===== src/rtl/amaq_pkg.sv =====
package amaq_pkg;

  localparam int SAMPLE_BITS = 16;
  localparam int QUAT_BITS   = 16;

  // pipeline depths
  localparam int NORM_STEPS = 6;               // binary search over a 6-bit shift amount
  localparam int SQRT_STEPS = 32;              // one root bit per stage
  localparam int SQRT_LAT   = SQRT_STEPS + 1;
  localparam int DIV_STEPS  = 31;              // quotient bits 30..0
  localparam int UNIT_LAT   = NORM_STEPS + SQRT_LAT + DIV_STEPS + 7;
  localparam int TOP_LAT    = 2 * UNIT_LAT + SQRT_LAT + 7;

  localparam logic [63:0] ONE_Q30 = 64'd1 << 30;
  localparam int Q_SH = (QUAT_BITS < 31) ? 31 - QUAT_BITS : 1;

  typedef logic [3:0][63:0] lane4_t;
  typedef logic [3:0][31:0] unit4_t;

  // Q30 to QUAT_BITS-1 fractional bits: round half up, saturate
  function automatic logic [QUAT_BITS-1:0] to_q(input logic signed [31:0] u);
    logic signed [63:0] r;
    logic signed [63:0] hi;
    logic signed [63:0] lo;
    hi = (64'sd1 <<< (QUAT_BITS - 1)) - 64'sd1;
    lo = -(64'sd1 <<< (QUAT_BITS - 1));
    if (QUAT_BITS - 1 < 30) begin
      r = (64'(u) + (64'sd1 <<< (Q_SH - 1))) >>> Q_SH;
    end else if (QUAT_BITS - 1 == 30) begin
      r = 64'(u);
    end else begin
      r = 64'(u) <<< 1;
    end
    if (r > hi) r = hi;
    if (r < lo) r = lo;
    return r[QUAT_BITS-1:0];
  endfunction

endpackage


===== src/rtl/amaq_sqrt.sv =====
module amaq_sqrt import amaq_pkg::*; (
  input  logic        clk,
  input  logic        en,
  input  logic [63:0] rad,
  output logic [31:0] root
);

  logic [63:0] rem_r [SQRT_STEPS+1];
  logic [63:0] res_r [SQRT_STEPS+1];

  always_ff @(posedge clk) begin
    if (en) begin
      rem_r[0] <= rad;
      res_r[0] <= '0;
    end
  end

  for (genvar j = 0; j < SQRT_STEPS; j++) begin : g_step
    localparam int BPOS = 2 * (SQRT_STEPS - 1 - j);
    logic [64:0] trial;
    assign trial = {1'b0, res_r[j]} + (65'd1 << BPOS);
    always_ff @(posedge clk) begin
      if (en) begin
        if ({1'b0, rem_r[j]} >= trial) begin
          rem_r[j+1] <= rem_r[j] - trial[63:0];
          res_r[j+1] <= (res_r[j] >> 1) + (64'd1 << BPOS);
        end else begin
          rem_r[j+1] <= rem_r[j];
          res_r[j+1] <= res_r[j] >> 1;
        end
      end
    end
  end

  assign root = res_r[SQRT_STEPS][31:0];

endmodule


===== config.mk =====
export PLATFORM = sky130hd
export DESIGN_NAME = amaq_sqrt
export DESIGN_NICKNAME = d
export VERILOG_FILES = /design/src/rtl/amaq_pkg.sv /design/src/rtl/amaq_sqrt.sv
export SDC_FILE = /design/constraint.sdc
export NUM_CORES = 2
export LEC_CHECK = 0
export BUFFER_PORTS_ARGS = -buffer_cell sky130_fd_sc_hd__buf_2
export CORE_MARGIN = 5
export CORE_UTILIZATION = 55
export DETAILED_ROUTE_END_ITERATION = 10
export HOLD_SLACK_MARGIN = 0.05
export PLACE_DENSITY_LB_ADDON = 0.3
export SLEW_MARGIN = 10
export SYNTH_ARGS = -nofsm -noshare
export SYNTH_HDL_FRONTEND = slang
export SYNTH_MEMORY_MAX_BITS = 65536
export SYNTH_SLANG_ARGS = --single-unit

===== constraint.sdc =====
create_clock -name clk -period 5.1 [get_ports clk]
set_input_delay 0.255 -clock clk [delete_from_list [all_inputs] [get_ports clk]]
set_output_delay 0.255 -clock clk [all_outputs]
set_load 0.1 [all_outputs]

==> summary.txt <==
Floorplan
  • Die Ht: 484 um
  • Die span in x: 484 um
  • Starting Density: 55.1%
  • Core Region: 0.224 mm^2
  • Std cell rows: 174
  • Die Area: 0.234 mm^2
  • I/O pins: 98

STA
  • Pin slew with the least headroom to its limit: 1.31 ns
  • Final Hold Viols: 0
  • RSZ-0062 raised after global routing: false
  • Setup_tns: 0 ns
  • Final min period: 4.22 ns
  • Final setup vio count: 0
  • Worst Clk Skew: 0.102 ns
  • Fmax achieved: 237 MHz
  • Slew headroom: 12.1%
  • Slew Viols, Final: 0
  • Post-route clock period utilization: 82.7%

Critical path
  • Register-to-Register Path Depth: 12
  • Worst path required time: 5.66 ns
  • Worst EP arrival: 4.78 ns
  • WS Path Type: flip-flop to flip-flop
  • Critical Path Fanout Max: 7
  • Crit end category: flip-flop
  • R2r setup slk: 0.88 ns
  • Setup crit start kind: flip-flop

Min path
  • Hold crit path type: input pin to flip-flop
  • Hold path cells: 2

Routing
  • Drt pass-1 iters: 7
  • Drc violations: 0
  • Vias: 81.5k
  • Starting DRT DRC Count: 8932
  • WL final: 311000 um
  • Via-to-Cell Ratio: 6.05
  • Routed Antenna Nets: 0
  • Routed length per placed instance: 23.1 um

Global routing
  • Gr usage total: 25.8%
  • GRT overflow: 0
  • Initial antenna violation count: 9
  • First-pass GRT wire length: 472000 um
  • Busiest grt layer: met2
  • Met2 Use GR: 40.8%
  • Met1 Track Usage GR: 38.1%
  • GR Util met3: 4.10%
  • Vias in the first global route: 78.0k
  • Largest net degree at the start of global routing: 166

Yosys
  • Mapped Area: 0.124 mm^2
  • Yosys top cell by area: edfxtp_1
  • Syn nets: 10.5k
  • Dominant synthesized flop cell: edfxtp_1
  • Mean post-synth cell area: 12.5 um^2
  • Post-synthesis register bit count: 2576
  • Top cells by area, synth: edfxtp_1, ha_1, xor2_1
  • Synth top area share: 62.6%
  • Cells after synthesis: 9866
  • Yosys warning total: 0
  • Yosys cell types: 90
  • EDFF count, synth: 2576
  • Post-synthesis sequential area ratio: 62.6%
  • Post-synth ARST share: 0%

Clocking
  • Post-cts resize count: 0
  • Clock transition at path regs: 0.07 ns
  • CTS root buf: clkbuf_16
  • CTS tree: done
  • Clock buffer depth: 4
  • CTS buffer count: 289
  • Clock Latency Late Sink: 0.94 ns
  • H-tree depth: 5
  • Sink Count: 2576

Power and ir drop
  • Highest ir drop seen on vdd: 0.000309 V
  • Leak pwr: 51.6 nW
  • Cell area power density: 445 mW/mm^2

Placement
  • Port bufs: 97
  • Detail Placement HPWL: 227000 um
  • Placer Congestion: 0.941

Flow run
  • Max-Cap Viols: 0

Finish
  • Fillers: 17.1k
  • Util after Layout: 61.7%
  • Share of cells above drive strength 1: 7.30%
  • Most frequent cells in the layout: edfxtp_1, nand2_1, inv_1, o21ai_0, ha_1
  • Area Growth Syn to Fin: 11.9%
  • Final nets: 10.9k
  • Most common cell after layout, fill and taps aside: edfxtp_1

Outcome
  • Status: complete, no violations
-- flip-flops by register name, indices dropped and copies added, names as in the netlist --
| signal | cells |
|---|---|
| rem_r | 2048 |
| res_r | 528 |
-- per-layer routing --
metal / vias to the layer above / part of all wire [%] / wire, um
li1: 37900 / - / -
met1: 40100 / 44 / 137000
met2: 3050 / 46 / 144000
met3: 442 / 7.4 / 22800
met4: 2 / 2.0 / 6340
met5: - / 0.0026 / 8
-- power breakdown --
part	switching, mW	total, mW	internal (mW)
sequential	2.10	28.8	26.7
combinational	7.55	12.4	4.89
clock	8.25	20.3	12.0
total	17.9	61.5	43.6
-- path summary, 6_finish.rpt --
check / startpoint / endpoint
worst max-delay path: res_r[26][12] / rem_r[27][34]
worst min-delay path: en / rem_r[0][33]
worst max register to register: res_r[26][12] / rem_r[27][34]
worst min register to register: rem_r[7][34] / rem_r[8][34]
-- layout make-up --
cell class,count,area [um^2],share of cell area (%)
Timing Repair Buffer,321,2610,1.89
Tap cell,2992,3740,2.71
Antenna cell,6,15.0,0.0109
Clock inverter,161,1630,1.18
Multi-Input combinational cell,6388,42900,31.0
Sequential cell,2576,77400,55.9
Clock buffer,339,7460,5.40
Inverter,689,2590,1.87
-- critical path, cell delays in order (launching register included) --
cell	delay, ns
edfxtp_1	0.38
inv_1	0.06
ha_1	0.23
or3_1	0.37
o2bb2ai_1	0.32
o221ai_1	0.41
o311ai_0	0.51
buf_4	0.23
o311ai_1	0.15
buf_4	0.19
and2_1	0.18
nor4_2	0.64
o21ai_0	0.24
-- synth_stat cells, drive strengths merged, types with 15 or more instances --
cell,count
o31ai,35
nor3,305
a211oi,47
a21boi,28
clkbuf,189
xnor2,429
a211o,23
nor4,394
nor4b,58
and4,24
nand4b,27
nand4,169
a2111oi,22
nor3b,16
buf,24
xor2,451
nand2,753
o21a,104
mux2i,18
and3,55
a21o,232
and2,33
nor2,547
o21ai,573
nand3,166
inv,688
o211ai,36
nor2b,78
nand3b,27
or2,51
a21oi,450
o31a,16
nand2b,111
a31oi,51
o2111ai,17
or3,101
mux2,50
edfxtp,2576
a31o,15
or4,92
ha,558
o21bai,47
and4b,22
-- per-stage QoR --
step | cell area (um^2) | std cells | total power [mW] | hold slack, ns | setup slack [ns]
after CTS | 138000 | 13500 | 61.7 | 0.337 | 0.861
after detailed placement | 128000 | 12800 | 41.3 | 0.432 | 0.951
after global routing | 138000 | 13500 | 64.4 | 0.387 | 0.515
after floorplan | 124000 | 9866 | 37.3 | 0.354 | 1.04
after global placement | 128000 | 12800 | 41.2 | 0.431 | 0.939
final | 138000 | 13500 | 61.5 | 0.381 | 0.881
-- kinds of logic (layout without fill, tap and decap cells) --
group / after synthesis / count (layout) / share of synthesized area, %
AND/OR/NAND/NOR: 3056 / 3056 / 12.9
multiplexers: 68 / 68 / 0.601
other: 0 / 6 / 0
XOR/XNOR: 880 / 880 / 6.24
AO/OA/AOI/OAI: 1826 / 1826 / 9.26
adder cells (fa/ha/maj): 558 / 558 / 5.65
flip-flops: 2576 / 2576 / 62.6
buffers and inverters: 902 / 1510 / 2.76
-- timing repair --
| action | in CTS | in global routing |
|---|---|---|
| buffers inserted | 0 | 0 |
| hold endpoints to repair | 125 | 0 |
| hold buffers | 129 | 0 |
No activity file was read; power rests on OpenSTA's default activity.
